--- src/hw/rtl/pimon_pkg.sv ---
// ----------------------------------------------------------------------------
// pimon_pkg
// Types and constants shared by the power input event monitor modules.
// ----------------------------------------------------------------------------
package pimon_pkg;

   localparam int PinWidth    = 16;
   localparam int TimeWidth   = 32;
   localparam int FlagWidth   = 7;
   localparam int CsrIdxWidth = 2;
   localparam int CsrDWidth   = 32;

   // Status flag bit positions
   localparam int FlagConfigured = 0;
   localparam int FlagGap        = 1;
   localparam int FlagCfgValid   = 2;
   localparam int FlagCfgError   = 3;
   localparam int FlagTick       = 4;
   localparam int FlagIrq        = 5;
   localparam int FlagSaturated  = 6;

   localparam logic [PinWidth-1:0]  PinMaskReset  = 16'hFFFF;
   localparam logic [PinWidth-1:0]  FaultMaskReset = 16'h0000;
   localparam logic [TimeWidth-1:0] GapLimitReset = 32'd5;

   typedef enum logic [CsrIdxWidth-1:0] {
      CSR_PIN_MASK   = 2'd0,
      CSR_FAULT_MASK = 2'd1,
      CSR_GAP_LIMIT  = 2'd2
   } csr_index_type;

   typedef enum logic {
      KIND_OBSERVE = 1'b0,
      KIND_INIT    = 1'b1
   } item_kind_type;

   typedef struct packed {
      logic                 kind;
      logic [TimeWidth-1:0] now_ms;
      logic [PinWidth-1:0]  pin_levels;
      logic [PinWidth-1:0]  pending_pins;
      logic                 periodic;
      logic                 pin_cfg_ok;
   } req_payload_type;

   typedef struct packed {
      logic                 active;
      logic [FlagWidth-1:0] status_flags;
      logic [TimeWidth-1:0] max_gap;
      logic [TimeWidth-1:0] interrupt_total;
      logic [TimeWidth-1:0] pin_history;
      logic [PinWidth-1:0]  last_levels;
      logic [TimeWidth-1:0] last_sample_ms;
      logic [TimeWidth-1:0] last_event_time;
   } rsp_payload_type;

   typedef struct packed {
      logic [PinWidth-1:0]  pin_mask;
      logic [PinWidth-1:0]  fault_mask;
      logic [TimeWidth-1:0] gap_limit_ms;
   } cfg_type;

endpackage

--- src/hw/rtl/pimon_csr.sv ---
// ----------------------------------------------------------------------------
// pimon_csr
// Configuration registers: pin mask, fault mask and gap limit.
// ----------------------------------------------------------------------------
module pimon_csr
   import pimon_pkg::*;
(
   input  logic                   clock,
   input  logic                   reset,
   input  logic                   csr_write_en,
   input  logic [CsrIdxWidth-1:0] csr_index,
   input  logic [CsrDWidth-1:0]   csr_wdata,
   output cfg_type                cfg
);

   cfg_type cfg_ff;
   cfg_type cfg_in;

   always_comb begin
      cfg_in = cfg_ff;
      if (csr_write_en) begin
         case (csr_index_type'(csr_index))
            CSR_PIN_MASK:   cfg_in.pin_mask     = csr_wdata[PinWidth-1:0];
            CSR_FAULT_MASK: cfg_in.fault_mask   = csr_wdata[PinWidth-1:0];
            CSR_GAP_LIMIT:  cfg_in.gap_limit_ms = csr_wdata[TimeWidth-1:0];
            default:        cfg_in = cfg_ff;
         endcase
      end
   end

   always_ff @(posedge clock) begin
      if (reset) begin
         cfg_ff.pin_mask     <= PinMaskReset;
         cfg_ff.fault_mask   <= FaultMaskReset;
         cfg_ff.gap_limit_ms <= GapLimitReset;
      end else begin
         cfg_ff <= cfg_in;
      end
   end

   assign cfg = cfg_ff;

endmodule

--- src/hw/rtl/pimon_update.sv ---
// ----------------------------------------------------------------------------
// pimon_update
// Evidence record and its update for one sample, computed in one pass of combinational logic.
// ----------------------------------------------------------------------------
module pimon_update
   import pimon_pkg::*;
#(
   parameter int PIN_COUNT = 16
) (
   input  logic            clock,
   input  logic            reset,
   input  logic            load,
   input  req_payload_type item,
   input  cfg_type         cfg,
   output rsp_payload_type record_next
);

   localparam logic [PinWidth-1:0] PinSpan =
      PinWidth'((33'd1 << PIN_COUNT) - 33'd1);

   rsp_payload_type state_ff;
   rsp_payload_type state_in;

   rsp_payload_type      base;
   logic                 is_init;
   logic                 do_observe;
   logic [PinWidth-1:0]  pm;
   logic [PinWidth-1:0]  pend;
   logic                 tick;
   logic [TimeWidth-1:0] gap;
   logic [FlagWidth-1:0] flags;
   logic                 pin_change;

   always_comb begin
      is_init    = (item_kind_type'(item.kind) == KIND_INIT);
      do_observe = is_init || state_ff.active;
      pm         = cfg.pin_mask & PinSpan;

      // Initialize: start from a fresh record latched on this sample
      base = state_ff;
      if (is_init) begin
         base                 = '0;
         base.active          = 1'b1;
         base.status_flags    = '0;
         base.status_flags[FlagConfigured] = 1'b1;
         base.last_levels     = item.pin_levels;
         base.last_sample_ms  = item.now_ms;
         base.last_event_time = item.now_ms;
      end

      pend = is_init ? '0 : (item.pending_pins & pm);
      tick = is_init ? 1'b0 : item.periodic;
      gap  = item.now_ms - base.last_sample_ms;

      flags = base.status_flags;
      if (gap > cfg.gap_limit_ms) begin
         flags[FlagGap] = 1'b1;
      end
      if (item.pin_cfg_ok) begin
         flags[FlagCfgValid] = 1'b1;
      end else begin
         flags[FlagCfgValid] = 1'b0;
         flags[FlagCfgError] = 1'b1;
      end
      if (tick) begin
         flags[FlagTick] = 1'b1;
      end
      if (pend != '0) begin
         flags[FlagIrq] = 1'b1;
         if (base.interrupt_total == '1) begin
            flags[FlagSaturated] = 1'b1;
         end
      end

      pin_change = ((item.pin_levels ^ base.last_levels) & pm) != '0;

      state_in = state_ff;
      if (do_observe) begin
         state_in                 = base;
         state_in.status_flags    = flags;
         state_in.max_gap         = (gap > base.max_gap) ? gap : base.max_gap;
         if (pend != '0 && base.interrupt_total != '1) begin
            state_in.interrupt_total = base.interrupt_total + 1'b1;
         end
         state_in.pin_history     = base.pin_history
                                  | {16'h0000, (~item.pin_levels) & pm}
                                  | {16'h0000, pend & cfg.fault_mask}
                                  | {item.pin_levels & pm, 16'h0000};
         if (pend != '0 || pin_change) begin
            state_in.last_event_time = item.now_ms;
         end
         state_in.last_levels     = item.pin_levels;
         state_in.last_sample_ms  = item.now_ms;
      end
   end

   always_ff @(posedge clock) begin
      if (reset) begin
         state_ff <= '0;
      end else if (load) begin
         state_ff <= state_in;
      end
   end

   assign record_next = state_in;

`ifndef SYNTH
   // Only an initialize sets the record active, and only reset drops it
   a_active_sticky: assert property (@(posedge clock) disable iff (reset)
      state_ff.active |=> state_ff.active)
      else $error("record went inactive without reset");

   a_idle_flags: assert property (@(posedge clock) disable iff (reset)
      !state_ff.active |-> (state_ff.status_flags == '0))
      else $error("flags set on an inactive record");

   a_sat_count: assert property (@(posedge clock) disable iff (reset)
      state_ff.status_flags[FlagSaturated] |-> (state_ff.interrupt_total == '1))
      else $error("saturated flag without a full count");

   a_configured: assert property (@(posedge clock) disable iff (reset)
      state_ff.active |-> state_ff.status_flags[FlagConfigured])
      else $error("active record not marked configured");
`endif

endmodule

--- src/hw/rtl/power_input_event_monitor_unit.sv ---
// ----------------------------------------------------------------------------
// power_input_event_monitor_unit
// Gathers evidence from power-status pin samples; one record per sample.
// ----------------------------------------------------------------------------
//  channel | ports                                   | role
//  --------+-----------------------------------------+---------------------------
//  req     | req_valid, req_ready, req_data          | sample or initialize in
//  rsp     | rsp_valid, rsp_ready, rsp_data          | full record out
//  csr     | csr_write_en, csr_index, csr_wdata      | register writes, no wait
//
//  One sample per cycle while rsp is not stalled; the record update is a single pass of compare, add
//  and OR logic between the input register and the result register.
//  rsp_valid rises when the record is loaded into the result register, after the
//  sample has passed the input register; the sample waits there while rsp is stalled.
//  Synchronous reset clears the record and handshake state and loads the CSR reset values.
//  A stalled rsp holds the result; req keeps taking samples while the input
//  register is empty or can move on in the same cycle.
// ----------------------------------------------------------------------------
module power_input_event_monitor_unit
   import pimon_pkg::*;
#(
   parameter int PIN_COUNT = 16
) (
   input  logic                   clock,
   input  logic                   reset,
   input  logic                   req_valid,
   output logic                   req_ready,
   input  req_payload_type        req_data,
   output logic                   rsp_valid,
   input  logic                   rsp_ready,
   output rsp_payload_type        rsp_data,
   input  logic                   csr_write_en,
   input  logic [CsrIdxWidth-1:0] csr_index,
   input  logic [CsrDWidth-1:0]   csr_wdata
);

   cfg_type         cfg;
   rsp_payload_type record_next;

   logic            s1_valid_ff;
   logic            s1_valid_in;
   req_payload_type s1_data_ff;
   logic            rsp_valid_ff;
   logic            rsp_valid_in;
   rsp_payload_type rsp_data_ff;

   logic            out_free;
   logic            advance;
   logic            req_xfer;

   pimon_csr u_csr (
      .clock        (clock),
      .reset        (reset),
      .csr_write_en (csr_write_en),
      .csr_index    (csr_index),
      .csr_wdata    (csr_wdata),
      .cfg          (cfg)
   );

   pimon_update #(
      .PIN_COUNT (PIN_COUNT)
   ) u_update (
      .clock       (clock),
      .reset       (reset),
      .load        (advance),
      .item        (s1_data_ff),
      .cfg         (cfg),
      .record_next (record_next)
   );

   always_comb begin
      out_free  = !rsp_valid_ff || rsp_ready;
      advance   = s1_valid_ff && out_free;
      req_ready = !s1_valid_ff || out_free;
      req_xfer  = req_valid && req_ready;

      s1_valid_in = s1_valid_ff;
      if (req_xfer) begin
         s1_valid_in = 1'b1;
      end else if (advance) begin
         s1_valid_in = 1'b0;
      end

      rsp_valid_in = rsp_valid_ff;
      if (advance) begin
         rsp_valid_in = 1'b1;
      end else if (rsp_ready) begin
         rsp_valid_in = 1'b0;
      end
   end

   always_ff @(posedge clock) begin
      if (reset) begin
         s1_valid_ff  <= 1'b0;
         rsp_valid_ff <= 1'b0;
      end else begin
         s1_valid_ff  <= s1_valid_in;
         rsp_valid_ff <= rsp_valid_in;
      end
   end

   // Payload registers: hold unless a transfer moves them
   always_ff @(posedge clock) begin
      if (req_xfer) begin
         s1_data_ff <= req_data;
      end
      if (advance) begin
         rsp_data_ff <= record_next;
      end
   end

   assign rsp_valid = rsp_valid_ff;
   assign rsp_data  = rsp_data_ff;

endmodule

--- config.mk ---
export PLATFORM = sky130hd
export DESIGN_NAME = power_input_event_monitor_unit
export DESIGN_NICKNAME = d
export VERILOG_FILES = /design/src/hw/rtl/pimon_pkg.sv /design/src/hw/rtl/pimon_csr.sv /design/src/hw/rtl/pimon_update.sv /design/src/hw/rtl/power_input_event_monitor_unit.sv
export SDC_FILE = /design/constraint.sdc
export NUM_CORES = 1
export LEC_CHECK = 0
export BUFFER_PORTS_ARGS = -buffer_cell sky130_fd_sc_hd__buf_4
export CAP_MARGIN = 0
export CORE_MARGIN = 2
export CORE_UTILIZATION = 61
export CTS_CLUSTER_DIAMETER = 150
export DETAILED_ROUTE_END_ITERATION = 16
export PLACE_DENSITY = 0.83
export SYNTH_ARGS = -nofsm -noshare
export SYNTH_HDL_FRONTEND = slang
export SYNTH_SLANG_ARGS = --single-unit
--- constraint.sdc ---
create_clock -name clock -period 16.07 [get_ports clock]
set_input_delay 1.607 -clock clock [delete_from_list [all_inputs] [get_ports clock]]
set_output_delay 1.607 -clock clock [all_outputs]
set_load 0.1 [all_outputs]
==> results of run 1 <==
through the flow:
step / setup WS, ps / cells / utilization / power (W) / hold slack [ps]
finish: 8600 / 3100 / 0.726 / 0.00336 / 454
floorplan: 7940 / 2313 / - / 0.00202 / 429
global placement: 8700 / 3003 / 0.682 / 0.00218 / 441
CTS: 8330 / 3096 / 0.726 / 0.00336 / 455
detailed placement: 8370 / 3003 / 0.682 / 0.00220 / 446
global route: 8100 / 3100 / 0.726 / 0.00347 / 473
power groups by stage:
stage / registers, W / clock network (W) / logic [W]
after global routing: 0.00148 / 0.00123 / 0.000766
after floorplan: 0.00169 / 0 / 0.000332
after detailed placement: 0.00150 / 0 / 0.000704
after global placement: 0.00150 / 0 / 0.000682
final: 0.00147 / 0.00117 / 0.000714
after CTS: 0.00147 / 0.00118 / 0.000709
registers in the layout (all words and copies together), names as in the netlist:
register	flops
u_update.state_ff	184
s1_data_ff	67
u_csr.cfg	64
rsp_data	184
rsp_valid	1
s1_valid_ff	1
cells by family after synthesis:
kind of cell / share of synthesized area
and+or+nand+nor: 0.172
xor gates and xnor gates: 0.0281
adders and majority gates: 0.0512
muxes: 0.0304
AOI/OAI and AO/OA: 0.143
DFF: 0.543
buffers and inverters: 0.0316
worst min-delay path, cell delays in order, from the launching register on:
cell and delay, ps:
dfxtp_1 310, nand2_1 50, a21oi_1 50
layout make-up:
class,instances,share of cell area
clock buffers,65,0.0499
well taps,511,0.0235
multi-input cells,1633,0.362
repair buffers,311,0.0863
diodes,4,0.000368
inverters,47,0.00675
clock inverters,28,0.0103
flip-flops and latches,501,0.461
cells in the final DEF (no fill, tap or decap), drive strengths merged, types with 6 or more instances in the layout:
master / n
a21o: 37
mux2: 33
nand4: 18
inv: 47
a2bb2oi: 11
ha: 92
buf: 311
a31oi: 8
a22oi: 27
o2bb2ai: 13
o21a: 15
nand2b: 9
or4: 6
a21oi: 181
nand2: 482
mux2i: 33
nand3: 48
or3: 7
o21ai: 48
and3: 9
nor2b: 42
dfxtp: 250
a211oi: 9
a211o: 19
clkinv: 20
xor2: 33
a22o: 68
nor4: 7
clkbuf: 65
edfxtp: 251
xnor2: 41
a32o: 6
nor3: 67
nor2: 185
worst paths after layout:
check / slack (ps) / to / cells after the start / start
setup / recovery: 8600 / rsp_data[173]$_DFFE_PP_ / 25 / s1_data_ff[66]$_DFFE_PP_
hold / removal: 450 / u_update.state_ff[180]$_SDFFE_PP0P_ / 2 / u_update.state_ff[180]$_SDFFE_PP0P_
setup reg to reg: 8600 / rsp_data[173]$_DFFE_PP_ / 25 / s1_data_ff[66]$_DFFE_PP_
hold reg to reg: 450 / u_update.state_ff[180]$_SDFFE_PP0P_ / 2 / u_update.state_ff[180]$_SDFFE_PP0P_
metal layers:
layer,up-vias,part of all wire
met4,2,0.034
met1,9006,0.41
met2,817,0.48
met3,130,0.075
li1,8684,-
met5,-,0.00028
==> run metrics, run 1 <==
1st-pass router iterations 7; Post-CTS Hold Buffers 0; Crit path max-delay family compound AO/OA/AOI/OAI gates; die height 199 µm; sequential-to-total area share from yosys stat 0.543; number of buffers created by CTS 50; worst min path class reg2reg; GR peak layer met2; Peak Freq 134 MHz; area share of the leading cell type in the synthesized netlist 0.326; Switching Share 0.309; Post-synth EDFFs approximately 250; Reg power frac 0.439; clock-pin slew on the worst setup and hold paths 60 ps; RSZ-0062 raised after global routing no; largest cells by area after synthesis edfxtp_1 33%, dfxtp_1 22%, nand2_1 7.8%; port buffer count between 200 and 300; register area 0.0125 mm²; Worst setup SP type flop; DPL Wire Length 40.4 mm; DRC 0; Final #Nets 2,743; Slew HR 0.154; setup TNS 0 ps; Rows just over 70; internal power ~0.0023 W; gr usage total 0.306; clock skew 13.5 ps; Max FO, Critical Path 32; first-pass GRT wire length 94.4 mm; die width 199 µm; NetSw 0.00104 W; WP buf/inv 3; layout cells sized above 1 0.170; Synth area leader edfxtp_1; vias 18,600; met2 GRT Util 0.501; number of global-route vias before repair 17,800; Setup-failing EPs final 0; Routed WL per cell 19.7 µm; crit path time final 7470 ps; Mapped Area roughly 0.023 mm²; gpl congestion about 0.98; Post-synth top cells 482 x nand2_1, 251 x edfxtp_1, 250 x dfxtp_1; clk root buf clkbuf_16; power per standard cell area 123 mW/mm²; Max VDD drop 99.8 µV; total grt overflow 0; Post-DP Area 0.0256 mm²; post-cts gate resize count 0; Syn. warnings 0; CP Data Required Time around 17,000 ps; ys flop type edfxtp_1; area grow syn2layout 18.0%; htree depth 2; critical path's slowest cell o41ai_1; Starting Density 0.616; Synth Instances 2,313; Die ar. about 0.04 mm²; most instantiated library cell after synthesis nand2_1; Mapped Avg Cell Area 9.98 µm²; Setup CP Type reg2reg; number of distinct library cells after synthesis 79; Vias/cell 6.01; syn nets 2,512; final wirelength around 61 mm; max-cap violations 0; fill count 2,697; Design Area, Final about 0.027 mm²; Crit. End Element flop; final hold vios 0; # IOs 292; Max clock buf depth 3; Slew Viols, Final 0; clock power share 0.349; FFs w/ async S/R, synth 0; multi-input logic area a little under 0.01 mm²; LEAKAGE 10.6 nW; slowest stage delay, CP 800 ps; Comb power frac 0.213; Antenna Nets Post-Route 0; Worst EP arrival 7920 ps; Final Cycle Share 0.465; largest net degree at the start of global routing ~150; TritonCTS clock tree built; number of DRC markers in iteration 0 1,874; total clock sinks 501; CORE AREA 0.0375 mm²; M3 GR Usage 0.0475; met1 Track Usage GR 0.408; Clock Latency Late Sink 600 ps; Yosys reg bits between 500 and 600; Slew @ Worst Pin ~1300 ps; antenna violations before repair 5; setup repair bufs after CTS 0; status completed
(Power assumes the default switching activity.)
==> inputs of run 2 (changes only) <==
- CORE_UTILIZATION: 61 -> 53
- PLACE_DENSITY: 0.83 -> 0.77
- clock period: 16.07 -> 6.72 ns (I/O delays scaled with it)
==> run metrics, run 2 (synthesis results as in run 1) <==
status completed; clock-pin slew on the worst setup and hold paths 60 ps (about the same); layout cells sized above 1 0.180 (+0.0100); Switching Share 0.311 (+0.00169); port buffer count 291 (unchanged); TritonCTS clock tree built; Final #Nets 2,757 (+0.51%); die height 213 µm (+7.1%); Rows 76 (+7.0%); R2R depth 24 (-4.0%); Vias/cell 5.77 (-4.0%); NetSw 0.00255 W (+150%); Max FO, Critical Path 18 (-44%); pre-CTS setup slack 111 ps (-8260 ps); Peak Freq 156 MHz (+17%); total grt overflow 0 (unchanged); LEAKAGE 10.8 nW (+1.4%); Hold Path Depth 1 (-1); Routed WL per cell 19.8 µm (+0.12%); CP Data Required Time 7070 ps (-9450 ps); htree depth 2 (unchanged); final worst slack 324 ps (-8280 ps); clock power share 0.357 (+0.008); worst min-delay path startpoint req_data[32]; Design Area, Final 0.0276 mm² (+1.3%); largest net degree at the start of global routing 170 (+11%); placed insts 3,084 (+2.7%); first-pass GRT wire length 96.0 mm (+1.6%); antenna violations before repair 2 (-3); Max VDD drop 241 µV (+140%); Starting Density 0.536 (-0.0799); Slew Viols, Final 0 (unchanged); Slew @ Worst Pin 1240 ps (-25.7 ps); DRC 0 (unchanged); number of global-route vias before repair 17,700 (-0.61%); Slew HR 0.172 (+0.0172); area grow syn2layout 19.5%; Setup CP Type reg2reg; final wirelength 63.0 mm (+3.0%); R2R Path Start s1_data_ff[66]$_DFFE_PP_; number of DRC markers in iteration 0 1,500 (-20%); Final Non-Filler Cells 3,189 (+2.9%); Crit. End Element flop; Antenna Nets Post-Route 0 (unchanged); 1st-pass router iterations 5 (-2); Worst setup SP type flop; total clock sinks 501 (unchanged); WHS Endpoint s1_data_ff[32]$_DFFE_PP_; Reg power frac 0.430 (-0.009); CORE AREA 0.0431 mm² (+15%); DPL Wire Length 42.4 mm (+5.0%); Clock Latency Late Sink 600 ps (about the same); # IOs 292 (unchanged); gr usage total 0.272 (-0.0338); Setup-failing EPs final 0 (unchanged); number of buffers created by CTS 52 (+4.0%); multi-input logic area 0.00993 mm² (+0.61%); power per standard cell area 297 mW/mm² (+140%); Worst EP arrival 6740 ps (-1180 ps); Reg2Reg Setup Slack 320 ps (-8280 ps); worst min path class in2reg; register area 0.0125 mm² (unchanged); Comb power frac 0.212 (about the same); clock skew 15.2 ps (+1.75 ps); Post-CTS Hold Buffers 0 (unchanged); commonest non-fill, non-tap cells in the layout 481 x nand2_1, 318 x buf_4, 251 x edfxtp_1, 250 x dfxtp_1, 182 x nor2_1; clk root buf clkbuf_16; internal power 0.00565 W (+140%); crit path time final 6400 ps (-1070 ps); max-cap violations 0 (unchanged); fill count 3,420 (+27%); vias 18,400 (-1.2%); reg2reg end rsp_data[151]$_DFFE_PP_; Max clock buf depth 3 (unchanged); Final Cycle Share 0.952 (+0.487); Post-DP Area 0.0257 mm² (+0.60%); gpl congestion 0.926 (-5.3%); die width 213 µm (+7.1%); commonest non-fill, non-tap cell in the layout nand2_1; Die ar. 0.0452 mm² (+15%); final hold vios 0 (unchanged)
[run 2: cell types whose count changed in the layout (fill, tap and decap cells not counted), sizes merged]
cell      change
inv           +7
buf          +12
diode         -2
clkinv        -7
clkbuf        +9
clkinvlp      -2
bufinv        -2
[run 2: per-stage QoR]
stage                     hold slack (ps)  TNS [ps]  utilization  power, W
final                                 242         0        0.641   0.00820
after global routing                  223      -482        0.641   0.00849
after CTS                             211         0        0.638   0.00821
after detailed placement              447         0        0.597   0.00530
after global placement                440         0        0.597   0.00526
after floorplan                       429         0            -   0.00483
[run 2: worst max-delay path by stage]
stage                                   from                                  end  slack, ps  cells after the start
floorplan           s1_data_ff[66]$_DFFE_PP_              rsp_data[153]$_DFFE_PP_        100                     28
global placement    s1_data_ff[66]$_DFFE_PP_  u_update.state_ff[148]$_SDFFE_PP0P_        260                     23
detailed placement  s1_data_ff[66]$_DFFE_PP_  u_update.state_ff[156]$_SDFFE_PP0P_        110                     23
CTS                 s1_data_ff[66]$_DFFE_PP_  u_update.state_ff[155]$_SDFFE_PP0P_         60                     24
global route        s1_data_ff[66]$_DFFE_PP_              rsp_data[156]$_DFFE_PP_        -40                     24
finish              s1_data_ff[66]$_DFFE_PP_              rsp_data[151]$_DFFE_PP_        320                     24
[run 2: power groups by stage]
stage          Sequential (W)  Clock (W)  Combinational, W
5_1_grt               0.00354    0.00307           0.00187
3_5_place_dp          0.00359          0           0.00171
6_report              0.00353    0.00293           0.00174
3_3_place_gp          0.00359          0           0.00168
2_1_floorplan         0.00404          0          0.000794
4_1_cts               0.00353    0.00297           0.00172
[run 2: area by class of cell]
cell class / instances / area share
Sequential cell: 501 / 0.455
Tap cell: 585 / 0.0265
Timing Repair Buffer: 323 / 0.0889
Antenna cell: 2 / 0.000181
Clock buffer: 74 / 0.0550
Inverter: 47 / 0.00667
Multi-Input combinational cell: 1633 / 0.360
Clock inverter: 24 / 0.00857
[run 2: metal layers]
metal / share of wire / vias to the layer above / routed length [µm] / track usage
met5: 0 / - / 0 / 0
met4: 0.026 / 0 / 1630 / 0.0965
met3: 0.071 / 100 / 4480 / 0.0422
met2: 0.47 / 683 / 29800 / 0.445
met1: 0.43 / 8902 / 27100 / 0.370
li1: - / 8722 / - / -
[run 2: critical path, stage by stage (launching register included)]
cell	delay, ps
edfxtp_1	480
buf_4	190
buf_6	170
mux2i_1	140
ha_1	430
nand4_1	230
nor3_2	340
o311ai_2	210
a31oi_1	290
o21ai_1	150
nor2b_1	180
nand3b_1	210
a21oi_1	260
xor2_2	360
ha_1	220
nand4_1	70
nor2_1	220
and3_1	290
inv_1	60
or3_1	390
o32ai_1	140
a31oi_1	140
o41a_1	480
buf_4	230
a22o_1	250
[run 2: what timing repair did]
action | CTS | global route
resized for setup | 0 | 12
setup buffers | 0 | 5
setup endpoints to repair | 0 | 64
